### config.mk
export PLATFORM = sky130hd
export DESIGN_NAME = fgcc_ram
export DESIGN_NICKNAME = d
export VERILOG_FILES = /design/src/footprint_grid_collision_check_assert.svh /design/src/fgcc_ram.sv
export SDC_FILE = /design/constraint.sdc
export NUM_CORES = 2
export LEC_CHECK = 0
export BUFFER_PORTS_ARGS = -buffer_cell sky130_fd_sc_hd__buf_2
export CORE_ASPECT_RATIO = 1.75
export CORE_MARGIN = 3
export CORE_UTILIZATION = 57
export CTS_CLUSTER_DIAMETER = 50
export CTS_CLUSTER_SIZE = 10
export DETAILED_ROUTE_END_ITERATION = 7
export HOLD_SLACK_MARGIN = 0.15
export PLACE_DENSITY = 0.77
export SLEW_MARGIN = 25
export SYNTH_ARGS = -nofsm -noshare
export SYNTH_HDL_FRONTEND = slang
export SYNTH_SLANG_ARGS = --single-unit
### constraint.sdc
create_clock -name clk_i -period 2.2 [get_ports clk_i]
set_input_delay 0.22 -clock clk_i [delete_from_list [all_inputs] [get_ports clk_i]]
set_output_delay 0.22 -clock clk_i [all_outputs]
set_load 0.005 [all_outputs]
### src/footprint_grid_collision_check_assert.svh
// ----------------------------------------------------------------------------
// Footprint grid collision check: assertion macros
// Concurrent assertion wrappers, empty when synthesising.
// ----------------------------------------------------------------------------
`ifndef FOOTPRINT_GRID_COLLISION_CHECK_ASSERT_SVH
`define FOOTPRINT_GRID_COLLISION_CHECK_ASSERT_SVH

`ifndef SYNTHESIS

// Property must hold at every edge outside reset
`define FGCC_ASSERT(lbl, clk, rstn, prop) \
  lbl: assert property (@(posedge clk) disable iff (!(rstn)) (prop)) \
    else $error("fgcc assertion failed");

// Condition must never be true outside reset
`define FGCC_NEVER(lbl, clk, rstn, cond) \
  `FGCC_ASSERT(lbl, clk, rstn, !(cond))

`else

`define FGCC_ASSERT(lbl, clk, rstn, prop)
`define FGCC_NEVER(lbl, clk, rstn, cond)

`endif

`endif

### src/fgcc_ram.sv
// ----------------------------------------------------------------------------
// Generic single-port-write RAM
// One write and one registered read per cycle; contents undefined at reset.
// ----------------------------------------------------------------------------
module fgcc_ram #(
  parameter int WIDTH = 8,
  parameter int DEPTH = 256
) (
  input  logic                     clk_i,
  input  logic                     we_i,
  input  logic [$clog2(DEPTH)-1:0] waddr_i,
  input  logic [WIDTH-1:0]         wdata_i,
  input  logic                     re_i,
  input  logic [$clog2(DEPTH)-1:0] raddr_i,
  output logic [WIDTH-1:0]         rdata_o
);

  logic [WIDTH-1:0] mem_q [DEPTH];
  logic [WIDTH-1:0] rdata_q;

  // Write port
  always_ff @(posedge clk_i) begin
    if (we_i) begin
      mem_q[waddr_i] <= wdata_i;
    end
  end

  // Registered read port
  always_ff @(posedge clk_i) begin
    if (re_i) begin
      rdata_q <= mem_q[raddr_i];
    end
  end

  assign rdata_o = rdata_q;

endmodule

==> flow_metrics.tcl <==
set metrics [dict create \
    critical_path_class "flip-flop to flip-flop" \
    hpwl_um 136000 \
    ys_warn_count 0 \
    required_ns 2.73 \
    drtIter0Drc 5878 \
    fin_crit_sh_pct 121 \
    power.density_nw_per_um2 853 \
    area.growth.synth_to_final_pct 17.4 \
    critPathSlowestCell "mux4_2" \
    clockBufferDepth 3 \
    timing.rr.end "rdata_o[1]" \
    design_area_sq_um 93500 \
    finalSetupViolCount 8 \
    syn_area_sq_um 79600 \
    wire_per_inst_um 34.0 \
    remaining_drc_errors 0 \
    clk_latency_ns 0.82 \
    hold_class "input pin to flip-flop" \
    drv_cap 0 \
    ys_seq_area_share_pct 77.5 \
    placed_area_sq_um 87200 \
    place_congestion 0.946 \
    hold_viol_final 0 \
    clock-sinks 2056 \
    p_total_mw 79.8 \
    cts_setup_buffers 0 \
    ant_nets 0 \
    critPathCaptureType "flip-flop" \
    portBuffers 34 \
    slowest_delay_ns 0.54 \
    nFillCells 7923 \
    startpoint_type "flip-flop" \
    die_area_sq_um 144000 \
    fp.coreArea_sq_um 138000 \
    grt_use_total_pct 30.4 \
    grt_pass1_vias 45400 \
    yosys.cell_types.count 54 \
    clock_tree.root_cell "clkbuf_16" \
    p_leak_nw 30.5 \
    whs_endpoint "mem_q[173][2]" \
    vias 43300 \
    r2r_start "mem_q[85][1]" \
    synth_nets 3760 \
    rsz0062_at_grt "yes" \
    antenna_found_initial 9 \
    min_period_ns 2.67 \
    hold_slack_ns 0.226 \
    num_rows 180 \
    cts_buffers 223 \
    postSynthCellCount 3733 \
    min_path_cells 5 \
    worst_pin_slew_ns 0.941 \
    start_util_pct 57.7 \
    skew_ns 0.0306 \
    cp_max_fo 1 \
    cp.arrival_ns 3.20 \
    htreeDepth 4 \
    grt_overflow 0 \
    status "finished with violations" \
    via_per_inst 6.84 \
    dieHeight_um 500 \
    grt_pass1_wl_um 313000 \
    slew-limit-headroom_pct 36.7 \
    ff2ff_setup_slack_ns -0.47 \
    cp_cell_sequence "mux4_2, mux4_2, nor2b_4, nor4_4, buf_4, nor4_2" \
    final_util_pct 67.7 \
    crit_top_cell "mux4_2" \
    vdd_drop_max_v 0.000725 \
    cts_tree "done" \
    clock.fmax_mhz 374 \
    cts.clk_slew.worst_paths_ns 0.06 \
    worstHoldStart "waddr_i[3]" \
    wl_um 215000 \
    layout-drive-gt1-share_pct 33.4 \
    num_io_pins 35 \
    syn_avg_cell_area_sq_um 21.3 \
    drtPass1Iterations 6 \
    layout.nets 4524 \
    ys_ff_latch 2056 \
    layout_setup_ws_ns -0.473 \
    r2r_cells 6 \
    drv_slew 0 \
    dieWidth_um 289 \
    grt_max_degree 93 \
    failed_checks "negative setup slack" \
]
cell type report:
| cell class | count | area (sq um) | area share, % |
|---|---|---|---|
| antenna | 7 | 17.5 | 0.0187 |
| clock buffer | 227 | 5660 | 6.05 |
| clock inverter | 12 | 156 | 0.167 |
| inverter | 2 | 7.51 | 0.00803 |
| multi-input combinational | 1442 | 16800 | 18.0 |
| sequential | 2056 | 61700 | 66.0 |
| tap | 1820 | 2280 | 2.44 |
| timing repair buffer | 772 | 6860 | 7.33 |
what timing repair did:
item	in CTS	in global routing
gates cloned	0	0
endpoints found under the hold margin	514	0
pin swaps	16	8
setup endpoints to repair	8	8
resized for setup	31	16
hold buffers	16	0
critical path, delay by kind of cell, from the launching register on:
family	cells	cell delay, ns
buf+inv	1	0.25
flops	1	0.38
mux	2	1.03
simple gates	3	0.72
stage by stage:
| stage | setup slack (ns) | instances | TNS (ns) |
|---|---|---|---|
| 3_3_place_gp | -1.73 | 6076 | -9.84 |
| 6_report | -0.473 | 6338 | -1.79 |
| 3_5_place_dp | -1.35 | 6077 | -8.62 |
| 5_1_grt | -0.457 | 6333 | -2.05 |
| 4_1_cts | -0.436 | 6331 | -1.88 |
| 2_1_floorplan | -0.0102 | 3733 | -0.0270 |
logic make-up after synthesis:
family	synth area share [%]
AOI/OAI and AO/OA	3.42
buffers and inverters	1.83
DFF	77.5
muxes	14.6
and+or+nand+nor	2.63
routing by layer:
metal	vias up	wire (um)	track usage [%]
met5	-	25	0
met4	4	17600	20.1
met3	825	19400	5.63
met2	3127	113000	52.7
met1	22300	65600	34.3
li1	17100	-	-
placed cells by master, fill, tap and decap left out, types with 23 or more instances in the layout:
| cell | Yosys | final |
|---|---|---|
| nor2b_1 | 31 | 27 |
| a21oi_1 | 96 | 95 |
| o221ai_1 | 46 | 45 |
| nand2_1 | 33 | 33 |
| clkbuf_16 | 0 | 226 |
| a22oi_1 | 133 | 132 |
| buf_2 | 31 | 23 |
| nor2_1 | 282 | 279 |
| buf_4 | 27 | 642 |
| o22ai_1 | 28 | 28 |
| edfxtp_1 | 2056 | 2056 |
| mux2i_1 | 134 | 134 |
| nand3_1 | 34 | 34 |
| buf_12 | 8 | 81 |
| mux4_2 | 454 | 454 |
how the worst max path moves through the flow:
stage | startpoint | to | slack, ns | cells past startpoint
2_1_floorplan | raddr_i[0] | rdata_o[2] | -0.01 | 9
3_3_place_gp | raddr_i[0] | rdata_o[2] | -1.73 | 11
3_5_place_dp | raddr_i[0] | rdata_o[3] | -1.35 | 9
4_1_cts | mem_q[85][1] | rdata_o[1] | -0.44 | 6
5_1_grt | mem_q[85][1] | rdata_o[1] | -0.46 | 6
6_report | mem_q[85][1] | rdata_o[1] | -0.47 | 6
power by group:
part | switching (mW) | internal [mW] | leakage [nW] | total (mW)
clock | 13.9 | 17.9 | 2.86 | 31.8
sequential | 0.0428 | 43.2 | 18.5 | 43.3
combinational | 2.83 | 1.90 | 9.11 | 4.73
flip-flops by register name (all words and copies together), names as in the netlist:
signal   cells
mem_q     2048
rdata_o      8
cell usage after synthesis (all sizes together):
cell type,instances,area share (%)
a22oi,133,1.3
a2111oi,5,0.066
o22a,5,0.055
clkinv,1,0.0047
mux2,1,0.014
or2,4,0.031
or2b,1,0.0094
mux4,456,13
a21oi,96,0.60
o311ai,1,0.011
a211oi,16,0.15
o221ai,47,0.52
and3b,2,0.022
o22ai,28,0.22
a221oi,14,0.16
nor2b,31,0.24
nor3b,1,0.0094
clkbuf,111,0.52
buf,122,1.3
nand2,33,0.16
mux2i,134,1.7
nand4,10,0.079
nand3b,2,0.019
a22o,8,0.088
nor2,282,1.3
edfxtp,2056,78
nor3,22,0.14
a31oi,2,0.016
inv,1,0.0047
nor4b,1,0.011
nand3,34,0.21
nor4,27,0.24
o21ai,12,0.075
and2,6,0.047
nand2b,8,0.063
a311oi,2,0.022
and3,1,0.0079
a21boi,1,0.0094
or3b,1,0.011
o32ai,5,0.064
o211ai,10,0.094
(Power assumes the default switching activity.)
