## config.mk

```make
export PLATFORM = sky130hd
export DESIGN_NAME = fgcc_div
export DESIGN_NICKNAME = d
export VERILOG_FILES = /design/src/footprint_grid_collision_check_assert.svh /design/src/fgcc_pkg.sv /design/src/fgcc_div.sv
export SDC_FILE = /design/constraint.sdc
export NUM_CORES = 1
export LEC_CHECK = 0
export ABC_AREA = 1
export BUFFER_PORTS_ARGS = -buffer_cell sky130_fd_sc_hd__buf_2
export CAP_MARGIN = 20
export CORE_MARGIN = 4
export CORE_UTILIZATION = 24
export DETAILED_ROUTE_END_ITERATION = 8
export GPL_ROUTABILITY_DRIVEN = 0
export MAX_ROUTING_LAYER = met4
export SYNTH_ARGS = -nofsm -noshare
export SYNTH_HDL_FRONTEND = slang
export SYNTH_SLANG_ARGS = --single-unit
export TNS_END_PERCENT = 5
```

## constraint.sdc

```tcl
create_clock -name clk_i -period 8.6 [get_ports clk_i]
set_input_delay 0.86 -clock clk_i [delete_from_list [all_inputs] [get_ports clk_i]]
set_output_delay 0.86 -clock clk_i [all_outputs]
set_load 0.01 [all_outputs]
```

## src/footprint_grid_collision_check_assert.svh

```systemverilog
// ----------------------------------------------------------------------------
// Footprint grid collision check: assertion macros
// Concurrent assertion wrappers, empty when synthesising.
// ----------------------------------------------------------------------------
`ifndef FOOTPRINT_GRID_COLLISION_CHECK_ASSERT_SVH
`define FOOTPRINT_GRID_COLLISION_CHECK_ASSERT_SVH

`ifndef SYNTHESIS

// Property must hold at every edge outside reset
`define FGCC_ASSERT(lbl, clk, rstn, prop) \
  lbl: assert property (@(posedge clk) disable iff (!(rstn)) (prop)) \
    else $error("fgcc assertion failed");

// Condition must never be true outside reset
`define FGCC_NEVER(lbl, clk, rstn, cond) \
  `FGCC_ASSERT(lbl, clk, rstn, !(cond))

`else

`define FGCC_ASSERT(lbl, clk, rstn, prop)
`define FGCC_NEVER(lbl, clk, rstn, cond)

`endif

`endif

```

## src/fgcc_pkg.sv

```systemverilog
// ----------------------------------------------------------------------------
// Footprint grid collision check package
// Shared sizes, register indexes, status codes and bundle types.
// ----------------------------------------------------------------------------
package fgcc_pkg;

  // Grid storage
  localparam int GRID_ROWS = 256;
  localparam int GRID_COLS = 256;
  localparam int GRID_MAX  = (GRID_ROWS > GRID_COLS) ? GRID_ROWS : GRID_COLS;
  localparam int ADDR_W    = $clog2(GRID_ROWS * GRID_COLS);

  // Quotient width of a cell index, and signed index width
  localparam int QW = $clog2(GRID_MAX + 1);
  localparam int IW = QW + 1;

  // Datapath width
  localparam int DW = 64;

  // Register indexes
  localparam logic [2:0] REG_ORIGIN_X    = 3'd0;
  localparam logic [2:0] REG_ORIGIN_Y    = 3'd1;
  localparam logic [2:0] REG_CELL_SIZE   = 3'd2;
  localparam logic [2:0] REG_ROWS_IN_USE = 3'd3;
  localparam logic [2:0] REG_COLS_IN_USE = 3'd4;
  localparam logic [2:0] REG_HARD_COST   = 3'd5;
  localparam logic [2:0] REG_HALF_LENGTH = 3'd6;
  localparam logic [2:0] REG_HALF_WIDTH  = 3'd7;

  // Commands
  localparam logic CMD_WRITE = 1'b0;
  localparam logic CMD_CHECK = 1'b1;

  // Result status codes
  localparam logic [2:0] ST_SAFE      = 3'd0;
  localparam logic [2:0] ST_OOB       = 3'd1;
  localparam logic [2:0] ST_NONFINITE = 3'd2;
  localparam logic [2:0] ST_INVALID   = 3'd3;
  localparam logic [2:0] ST_BLOCKED   = 3'd4;

  // Cell value codes
  localparam logic [7:0] VAL_NONFINITE = 8'd255;
  localparam logic [7:0] VAL_MAX_RISK  = 8'd100;

  typedef struct packed {
    logic signed [31:0] origin_x;
    logic signed [31:0] origin_y;
    logic [30:0]        cell_size;
    logic [8:0]         rows_in_use;
    logic [8:0]         cols_in_use;
    logic [6:0]         hard_cost;
    logic [30:0]        half_length;
    logic [30:0]        half_width;
  } cfg_t;

  typedef struct packed {
    logic          start;
    logic [DW-1:0] num;
    logic [DW-1:0] den;
  } div_req_t;

  typedef struct packed {
    logic          busy;
    logic          done;
    logic [QW-1:0] quo;
  } div_rsp_t;

endpackage

```

## src/fgcc_div.sv

```systemverilog
// ----------------------------------------------------------------------------
// Footprint grid collision check cell index divider
// Restoring divider, one quotient bit per cycle, for small quotients.
// ----------------------------------------------------------------------------
module fgcc_div (
  input  logic               clk_i,
  input  logic               rst_ni,
  input  fgcc_pkg::div_req_t req_i,
  output fgcc_pkg::div_rsp_t rsp_o
);
  import fgcc_pkg::*;

  localparam int CNT_W = $clog2(QW + 1);

  logic [DW-1:0]    rem_q;
  logic [DW-1:0]    dsr_q;
  logic [QW-1:0]    quo_q;
  logic [CNT_W-1:0] cnt_q;
  logic             busy_q;
  logic             done_q;
  logic             take;

  assign take = (rem_q >= dsr_q);

  // Sequence control
  always_ff @(posedge clk_i or negedge rst_ni) begin
    if (!rst_ni) begin
      busy_q <= 1'b0;
      done_q <= 1'b0;
      cnt_q  <= '0;
    end else begin
      done_q <= 1'b0;
      if (req_i.start) begin
        busy_q <= 1'b1;
        cnt_q  <= CNT_W'(QW);
      end else if (busy_q) begin
        cnt_q <= cnt_q - 1'b1;
        if (cnt_q == CNT_W'(1)) begin
          busy_q <= 1'b0;
          done_q <= 1'b1;
        end
      end
    end
  end

  // Shift and subtract
  always_ff @(posedge clk_i) begin
    if (req_i.start) begin
      rem_q <= req_i.num;
      dsr_q <= req_i.den << (QW - 1);
      quo_q <= '0;
    end else if (busy_q) begin
      if (take) begin
        rem_q <= rem_q - dsr_q;
      end
      quo_q <= {quo_q[QW-2:0], take};
      dsr_q <= dsr_q >> 1;
    end
  end

  assign rsp_o.busy = busy_q;
  assign rsp_o.done = done_q;
  assign rsp_o.quo  = quo_q;

endmodule

```

==> results.cfg <==
[final_layout]
seqCellArea_um2 = 4094
stdcell_area_um2 = 13830
syn2layout_area_growth_pct = 17.02
multi_input_area_um2 = 6115
fin_util = 0.2830
fin_cells = 2649
fillers = 5591
nets = 2169
final_layout_size_suffix_gt1_frac = 0.1134

[global_route]
grt_use_met1 = 0.1970
top_usage_layer = met2
grtUsageTotal = 0.1430
grt_pass1_wl_um = 57660
antenna_found_initial = 1
grt_pass1_vias = 10528
overflow = 0
grt_max_degree = 88
grtUsageMet2 = 0.2167
use_met3 = 0.02341

[synthesis]
synth_top_family_by_area = simple AND/OR/NAND/NOR gates
synth_area_per_cell_um2 = 6.404
netlist_area_um2 = 11820
yosysTopAreaCell = edfxtp_1
synth_edf_count = 120
synth_area_leaders = edfxtp_1, nand2_1, inv_1, ha_1, nand3_1
yosys.area_share.simple = 0.3596
synthTopCellsByCount = nand2_1, inv_1, edfxtp_1
synth_flop_cell = edfxtp_1
synth.most_common_cell = nand2_1
netlist.area_leader.share = 0.3050
yosysUniqueCellTypes = 37
synth_seq_cells = 143
syn-num-nets = 2043
synth_cells = 1845
muxShareOfSynthArea = 0
synth_compound_area_frac = 0.06905
ys_seq_area_frac = 0.3465
synth_fa_ha_area_frac = 0.07159
synth_xor_area_frac = 0.01705
synthArstFlopShare = 0.04196
yosys_warnings = 0

[routing]
drc = 0
drtPass1Iterations = 6
routed_wirelength_um = 36820
vias_per_cell = 4.144
postRouteAntennaNets = 0
drtIter0Drc = 618
routedWlPerCell_um = 13.90
dr_total_vias = 10977

[floorplanning]
dieArea_um2 = 52840
start_util = 0.2419
ios = 142
rows = 81
fp.dieH_um = 229.9
core_area_um2 = 48850
die_x_um = 229.9

[clock_tree]
cts_resized = 0
cts_setup_buffers = 0
clk_pin_slew_ns = 0.06
cts_tree = yes
cts_buffers = 17
cts_hold_buf = 0
clock-sinks = 143
htreeDepth = 4
clock_latency_ns = 0.45
clockBufferDepth = 2
root_buffer = clkbuf_16

[critical_path]
crit_arrival_ns = 3.26
ff2ff_path_depth = 17
critPathKind = reg2reg
endpoint_kind = flip-flop
crit_path_max_fanout = 64
critPathLaunchType = flip-flop
worstPathRequired_ns = 8.67

[timing]
slew_viol_final = 0
setup_viol = 0
timing.final.crit_period_ns = 3.189
rsz0062_at_grt = no
whs_ns = 0.2291
hold_viol = 0
slew_headroom = 0.4114
skew_ns = 0.01295
fin_crit_sh = 0.3708
finalSetupTns_ns = 0
max_freq_mhz = 313.6
tightest_slew_ns = 0.8829
fin_ws_ns = 5.411

[job]
drv_cap = 0

[power]
peakVddDrop_mv = 0.1610
power_leakage_nw = 7.413
power.density_nw_per_um2 = 353.8
power_mw = 4.891

[min_path]
hp-class = in2async

[placement]
hpwl_um = 29900
pre_cts_ws_ns = 4.968
port_buffers = 133
placed_cells = 2616
post_dp_cell_area_um2 = 13230

[status]
status = finished clean
==> critical path, stage by stage (launching register included) <==
cell and delay (ns):
edfxtp_1 0.32, inv_1 0.04, ha_1 0.18, inv_1 0.11, fa_1 0.25, nand3_1 0.10
nand3_2 0.14, nand2_1 0.06, nand2_1 0.15, nand2_1 0.09, nand2_2 0.13, nand2_1 0.08
nand3_1 0.08, nand2_1 0.06, nand2_1 0.14, nand2_1 0.08, nand2_2 0.06, buf_4 0.68
==> cell families (layout without fill, tap and decap cells) <==
group / Yosys count / after routing
AND/OR/NAND/NOR: 1028 / 1028
buffers and inverters: 426 / 565
AO/OA/AOI/OAI: 158 / 158
flip-flops: 143 / 143
adder cells (fa/ha/maj): 67 / 67
XOR/XNOR: 23 / 23
other: 0 / 1
==> power breakdown <==
group	switching (mW)	internal, mW	total (mW)	leakage (nW)
logic	2.03	0.965	3.00	5.64
registers	0.0686	1.06	1.13	1.49
clock network	0.315	0.454	0.768	0.282
total	2.41	2.48	4.89	7.41
==> sequential cells by signal, summed over array words and instances, names as in the netlist <==
signal,flops
dsr_q,64
rem_q,64
quo_q,9
cnt_q,4
busy_q,1
done_q,1
==> layout by cell type (no fill, tap or decap), types with 17 or more instances in the layout <==
cell type | Yosys | layout
nand3_1 | 83 | 83
edfxtp_1 | 120 | 120
xnor2_1 | 21 | 21
o21ai_0 | 79 | 79
clkbuf_16 | 0 | 17
nand2_1 | 762 | 761
nor2_1 | 100 | 100
inv_1 | 390 | 388
a21oi_1 | 50 | 50
dfxtp_1 | 17 | 17
ha_1 | 66 | 66
buf_2 | 2 | 132
==> path summary, 6_finish.rpt <==
path	from	end	slack (ns)
hold reg to reg	dsr_q[0]$_SDFFE_PP0P_	dsr_q[0]$_SDFFE_PP0P_	0.46
min in group clk_i	dsr_q[0]$_SDFFE_PP0P_	dsr_q[0]$_SDFFE_PP0P_	0.46
setup reg to reg	rem_q[0]$_DFFE_PP_	rem_q[37]$_DFFE_PP_	5.41
setup / recovery	rem_q[0]$_DFFE_PP_	rem_q[37]$_DFFE_PP_	5.41
max in group asynchronous	rst_ni	cnt_q[0]$_DFFE_PN0P_	8.22
hold / removal	rst_ni	done_q$_DFF_PN0_	0.23
==> area by class of cell <==
| class | instances | area share |
|---|---|---|
| clock inverter | 15 | 0.01231 |
| antenna | 1 | 0.0001810 |
| inverter | 395 | 0.1072 |
| multi-input combinational | 1276 | 0.4423 |
| tap | 664 | 0.06009 |
| timing repair buffer | 138 | 0.05104 |
| sequential | 143 | 0.2961 |
| clock buffer | 17 | 0.03077 |
==> layer usage <==
| layer | share of wire | routed length, um |
|---|---|---|
| met1 | 0.51 | 18730 |
| met2 | 0.43 | 15890 |
| met3 | 0.038 | 1406 |
| met4 | 0.022 | 792 |
| met5 | 0 | 0 |
No activity file was read; power rests on OpenSTA's default activity.
