[src/footprint_grid_collision_check_assert.svh]
// ----------------------------------------------------------------------------
// Footprint grid collision check: assertion macros
// Concurrent assertion wrappers, empty when synthesising.
// ----------------------------------------------------------------------------
`ifndef FOOTPRINT_GRID_COLLISION_CHECK_ASSERT_SVH
`define FOOTPRINT_GRID_COLLISION_CHECK_ASSERT_SVH

`ifndef SYNTHESIS

// Property must hold at every edge outside reset
`define FGCC_ASSERT(lbl, clk, rstn, prop) \
  lbl: assert property (@(posedge clk) disable iff (!(rstn)) (prop)) \
    else $error("fgcc assertion failed");

// Condition must never be true outside reset
`define FGCC_NEVER(lbl, clk, rstn, cond) \
  `FGCC_ASSERT(lbl, clk, rstn, !(cond))

`else

`define FGCC_ASSERT(lbl, clk, rstn, prop)
`define FGCC_NEVER(lbl, clk, rstn, cond)

`endif

`endif

[src/fgcc_pkg.sv]
// ----------------------------------------------------------------------------
// Footprint grid collision check package
// Shared sizes, register indexes, status codes and bundle types.
// ----------------------------------------------------------------------------
package fgcc_pkg;

  // Grid storage
  localparam int GRID_ROWS = 256;
  localparam int GRID_COLS = 256;
  localparam int GRID_MAX  = (GRID_ROWS > GRID_COLS) ? GRID_ROWS : GRID_COLS;
  localparam int ADDR_W    = $clog2(GRID_ROWS * GRID_COLS);

  // Quotient width of a cell index, and signed index width
  localparam int QW = $clog2(GRID_MAX + 1);
  localparam int IW = QW + 1;

  // Datapath width
  localparam int DW = 64;

  // Register indexes
  localparam logic [2:0] REG_ORIGIN_X    = 3'd0;
  localparam logic [2:0] REG_ORIGIN_Y    = 3'd1;
  localparam logic [2:0] REG_CELL_SIZE   = 3'd2;
  localparam logic [2:0] REG_ROWS_IN_USE = 3'd3;
  localparam logic [2:0] REG_COLS_IN_USE = 3'd4;
  localparam logic [2:0] REG_HARD_COST   = 3'd5;
  localparam logic [2:0] REG_HALF_LENGTH = 3'd6;
  localparam logic [2:0] REG_HALF_WIDTH  = 3'd7;

  // Commands
  localparam logic CMD_WRITE = 1'b0;
  localparam logic CMD_CHECK = 1'b1;

  // Result status codes
  localparam logic [2:0] ST_SAFE      = 3'd0;
  localparam logic [2:0] ST_OOB       = 3'd1;
  localparam logic [2:0] ST_NONFINITE = 3'd2;
  localparam logic [2:0] ST_INVALID   = 3'd3;
  localparam logic [2:0] ST_BLOCKED   = 3'd4;

  // Cell value codes
  localparam logic [7:0] VAL_NONFINITE = 8'd255;
  localparam logic [7:0] VAL_MAX_RISK  = 8'd100;

  typedef struct packed {
    logic signed [31:0] origin_x;
    logic signed [31:0] origin_y;
    logic [30:0]        cell_size;
    logic [8:0]         rows_in_use;
    logic [8:0]         cols_in_use;
    logic [6:0]         hard_cost;
    logic [30:0]        half_length;
    logic [30:0]        half_width;
  } cfg_t;

  typedef struct packed {
    logic          start;
    logic [DW-1:0] num;
    logic [DW-1:0] den;
  } div_req_t;

  typedef struct packed {
    logic          busy;
    logic          done;
    logic [QW-1:0] quo;
  } div_rsp_t;

endpackage

[src/fgcc_if.sv]


interface fgcc_cfg_if;
  logic        valid;
  logic        ready;
  logic [2:0]  index;
  logic [31:0] data;

  modport source (output valid, index, data, input ready);
  modport sink (input valid, index, data, output ready);
endinterface

[src/fgcc_cfg.sv]
// ----------------------------------------------------------------------------
// Footprint grid collision check register file
// Decodes register write beats and holds the configuration.
// ----------------------------------------------------------------------------
module fgcc_cfg (
  input  logic          clk_i,
  input  logic          rst_ni,
  fgcc_cfg_if.sink      cfg_i,
  output fgcc_pkg::cfg_t cfg_o
);
  import fgcc_pkg::*;

  cfg_t cfg_q;

  assign cfg_i.ready = 1'b1;

  // Take one register per write beat
  always_ff @(posedge clk_i or negedge rst_ni) begin
    if (!rst_ni) begin
      cfg_q.origin_x    <= '0;
      cfg_q.origin_y    <= '0;
      cfg_q.cell_size   <= 31'd6554;
      cfg_q.rows_in_use <= 9'd256;
      cfg_q.cols_in_use <= 9'd256;
      cfg_q.hard_cost   <= 7'd100;
      cfg_q.half_length <= 31'd32768;
      cfg_q.half_width  <= 31'd32768;
    end else if (cfg_i.valid) begin
      case (cfg_i.index)
        REG_ORIGIN_X:    cfg_q.origin_x    <= $signed(cfg_i.data);
        REG_ORIGIN_Y:    cfg_q.origin_y    <= $signed(cfg_i.data);
        REG_CELL_SIZE:   cfg_q.cell_size   <= cfg_i.data[30:0];
        REG_ROWS_IN_USE: cfg_q.rows_in_use <= cfg_i.data[8:0];
        REG_COLS_IN_USE: cfg_q.cols_in_use <= cfg_i.data[8:0];
        REG_HARD_COST:   cfg_q.hard_cost   <= cfg_i.data[6:0];
        REG_HALF_LENGTH: cfg_q.half_length <= cfg_i.data[30:0];
        REG_HALF_WIDTH:  cfg_q.half_width  <= cfg_i.data[30:0];
        default: ;
      endcase
    end
  end

  assign cfg_o = cfg_q;

endmodule

[src/flat_wrapper.sv]
// flat-port wrapper written by rule: the top's interface ports become plain ports
module fgcc_cfg_flat import fgcc_pkg::*;
  (clk_i, rst_ni, cfg_o, cfg_i_valid, cfg_i_index, cfg_i_data, cfg_i_ready);
  fgcc_cfg_if cfg_i_i ();
  input  logic clk_i;
  input  logic rst_ni;
  output fgcc_pkg::cfg_t cfg_o;
  input wire logic [$bits(cfg_i_i.valid)-1:0] cfg_i_valid;
  input wire logic [$bits(cfg_i_i.index)-1:0] cfg_i_index;
  input wire logic [$bits(cfg_i_i.data)-1:0] cfg_i_data;
  output wire logic [$bits(cfg_i_i.ready)-1:0] cfg_i_ready;
  assign cfg_i_i.valid = cfg_i_valid;
  assign cfg_i_i.index = cfg_i_index;
  assign cfg_i_i.data = cfg_i_data;
  assign cfg_i_ready = cfg_i_i.ready;
  fgcc_cfg u_core (.clk_i(clk_i), .rst_ni(rst_ni), .cfg_i(cfg_i_i), .cfg_o(cfg_o));
endmodule
[config.mk]
export PLATFORM = sky130hd
export DESIGN_NAME = fgcc_cfg_flat
export DESIGN_NICKNAME = d
export VERILOG_FILES = /design/src/footprint_grid_collision_check_assert.svh /design/src/fgcc_pkg.sv /design/src/fgcc_if.sv /design/src/fgcc_cfg.sv /design/src/flat_wrapper.sv
export SDC_FILE = /design/constraint.sdc
export NUM_CORES = 1
export LEC_CHECK = 0
export BUFFER_PORTS_ARGS = -buffer_cell sky130_fd_sc_hd__buf_2
export CORE_MARGIN = 2
export CORE_UTILIZATION = 46
export CTS_CLUSTER_DIAMETER = 40
export DETAILED_ROUTE_END_ITERATION = 12
export HOLD_SLACK_MARGIN = 0.06
export MAX_ROUTING_LAYER = met4
export PLACE_DENSITY = 0.82
export RECOVER_POWER = 100
export SYNTH_ARGS = -nofsm -noshare
export SYNTH_HDL_FRONTEND = slang
export SYNTH_SLANG_ARGS = --single-unit
[constraint.sdc]
create_clock -name clk_i -period 0.83 [get_ports clk_i]
set_clock_uncertainty 0.2 [all_clocks]
set_input_delay 0.083 -clock clk_i [delete_from_list [all_inputs] [get_ports clk_i]]
set_output_delay 0.083 -clock clk_i [all_outputs]
set_load 0.01 [all_outputs]
==> impl_metrics.tcl <==
set metrics [dict create \
    status "finished with violations" \
    violations "hold timing, setup timing" \
    wl_um 26000 \
    yosysTopAreaCell "dfrtp_1" \
    initial_core_util_pct 47.1 \
    seq_area_frac_synth_pct 66.5 \
    wl_met3_um 924 \
    syn_to_final_growth_pct 82.9 \
    remaining_drc_errors 0 \
    finalCritPeriodShare_pct 171 \
    portBuffers 219 \
    power.density_nw_per_um2 2660 \
    fin_nets 877 \
    clock-sinks 182 \
    n_antenna_cell 0 \
    rows 44 \
    ant_nets 0 \
    hold_class "primary input to register" \
    grt_pass1_wl_um 37000 \
    htreeDepth 4 \
    p_switching_mw 9.49 \
    initialDrtViolationCount 261 \
    max-slew-margin-rel_pct 44.2 \
    route.met2.wl_um 14700 \
    dieArea_sq_um 15900 \
    synth_area_leaders "dfrtp_1 61%, mux2_2 29%, dfstp_2 5.3%" \
    p_comb_share_pct 37.6 \
    wl_met1_um 9320 \
    crit_path_cell_trace "buf_6 > buf_6" \
    num_io_pins 221 \
    p_leak_nw 6.41 \
    setup_violations 546 \
    post-route-util_pct 86.2 \
    critPathRequiredTime_ps 550 \
    fill_cells 596 \
    yosys_warnings 0 \
    period_needed_ps 1420 \
    fmaxAchievable_mhz 705 \
    drv_cap 0 \
    cp_top_family "flip-flops" \
    overflow 0 \
    yosysTopAreaCellShare_pct 61.1 \
    synth_cell_type_count 15 \
    fp.dieW_um 126 \
    tightest_slew_ps 834 \
    cts_made_buffers 17 \
    grt_pass1_vias 6003 \
    gpl.final_weighted_congestion 0.833 \
    layout_setup_ws_ps -589 \
    clk_latency_ps 420 \
    hold_slack_ps -255 \
    critical_path_class "register to output pin" \
    power_frac_clock_pct 24.7 \
    avgSynthCellArea_sq_um 17.4 \
    via_count 5467 \
    viasPerCell 5.28 \
    rr_startpoint "u_core.cfg_o[118]" \
    cpMostUsedCell "buf_6" \
    syn-num-nets 433 \
    cp_slowest_cell "dfrtp_1" \
    syn-cell-area_sq_um 6880 \
    maxUsedRoutingLayer "met4" \
    cp_slowest_stage_delay_ps 450 \
    crit_buf_inv 2 \
    dr.pass1.iters 4 \
    grt_antenna_before_repair 0 \
    setup.worst_path.start "u_core.cfg_o[118]" \
    drive_gt1_share_pct 79.2 \
    peakVddDrop_mv 1.64 \
    cts_tree "built" \
    synth_seq_cells 182 \
    cts_root_buf "clkbuf_16" \
    cts_max_path_buffers 2 \
    min_from "cfg_i_data[31]" \
    wl_per_cell_um 25.1 \
    intPower_mw 24.0 \
    rsz0062_at_grt "true" \
    arrival_ps 1140 \
    drv_slew 0 \
    dp.final_hpwl_um 12500 \
    swShare_pct 28.3 \
    hold_viol 182 \
    grt_util_all_layers_pct 32.0 \
    seq_power_share_pct 37.7 \
    setup_tns_ps -200340 \
    grt_max_degree 47 \
    critPathCaptureType "output pin" \
    start_kind "register" \
    netlist_instances 395 \
    largest_reg_flops 182 \
    crit_path_max_fanout 2 \
    core_sq_um 14600 \
    clk_pin_slew_ps 70 \
    die_h_um 126 \
]
kinds of logic (layout without fill, tap and decap cells):
kind of cell,Yosys count,after routing,synth area share [%]
and+or+nand+nor,8,8,1.33
muxes,182,182,29.8
buffers and inverters,22,479,2.33
other,1,1,0.0545
DFF,182,182,66.5
cell usage after synthesis:
cell / instances
buf_6: 6
dfstp_2: 14
nor4b_4: 1
nand4b_1: 3
buf_2: 10
buf_4: 5
mux2_1: 6
nand4_1: 1
nor4bb_1: 1
mux2_2: 176
and4bb_2: 1
conb_1: 1
and4bb_1: 1
clkbuf_2: 1
dfrtp_1: 168
cell usage in the layout, fill, tap and decap left out, drive strengths merged:
master,Yosys,layout
and4bb,2,2
buf,21,445
bufinv,0,2
clkbuf,1,24
clkinv,0,3
clkinvlp,0,1
conb,1,1
dfrtp,168,168
dfstp,14,14
dlygate4sd3,0,1
inv,0,3
mux2,182,182
nand4,1,1
nand4b,3,3
nor4b,1,1
nor4bb,1,1
per-stage QoR:
| stage | hold WS [ps] | total power, mW | std cells | cell area (sq um) | worst slack (ps) |
|---|---|---|---|---|---|
| 3_3_place_gp | -285 | 19.3 | 857 | 9320 | -700 |
| 2_1_floorplan | -413 | 15.6 | 395 | 7420 | -619 |
| 5_1_grt | -279 | 34.6 | 1036 | 12600 | -604 |
| 6_report | -255 | 33.5 | 1036 | 12600 | -589 |
| 4_1_cts | -298 | 31.4 | 1005 | 12100 | -551 |
| 3_5_place_dp | -280 | 19.6 | 857 | 9320 | -742 |
power by group through the flow:
stage                     Combinational [mW]  Sequential [mW]  Clock [mW]
after floorplan                         2.63             13.0           0
after global placement                  7.20             12.1           0
after detailed placement                7.39             12.2           0
after CTS                               11.0             12.2        8.17
after global routing                    13.1             12.8        8.77
final                                   12.6             12.6        8.28
area by class of cell:
cell class / count / area, sq um / area share (%)
Timing Repair Buffer: 447 / 4360 / 34.7
Tap cell: 184 / 230 / 1.83
Sequential cell: 182 / 4570 / 36.4
Multi-Input combinational cell: 191 / 2820 / 22.4
Clock buffer: 23 / 478 / 3.80
Clock inverter: 9 / 116 / 0.925
per-layer routing:
metal | global-route usage, % | vias to the layer above
li1 | - | 2291
met1 | 36.6 | 2891
met2 | 57.2 | 212
met3 | 4.21 | 73
met4 | 12.5 | 0
met5 | - | -
final timing paths:
path                                endpoint  slack [ps]  cells after the start
setup / recovery                  cfg_o[118]        -590                      2
hold / removal             u_core.cfg_o[181]        -250                      2
setup reg to reg           u_core.cfg_o[118]        -390                      2
hold reg to reg              u_core.cfg_o[9]         310                      1
max in group asynchronous   u_core.cfg_o[91]        -470                      3
min in group asynchronous  u_core.cfg_o[125]         100                      2
worst reg2reg max path: cells and delay by family, from the launching register on:
kind,cells,cell delay [ps]
mux,1,290
flops,1,450
buf+inv,1,170
what timing repair did:
item | in CTS | in global routing
gates cloned | 9 | 0
endpoints found under the setup margin | 364 | 546
pin swaps | 2 | 4
buffers inserted | 107 | 82
gates resized for setup | 248 | 102
hold buffers | 1 | 1
endpoints found under the hold margin | 364 | 364
Power figures use the tool's default switching activity.
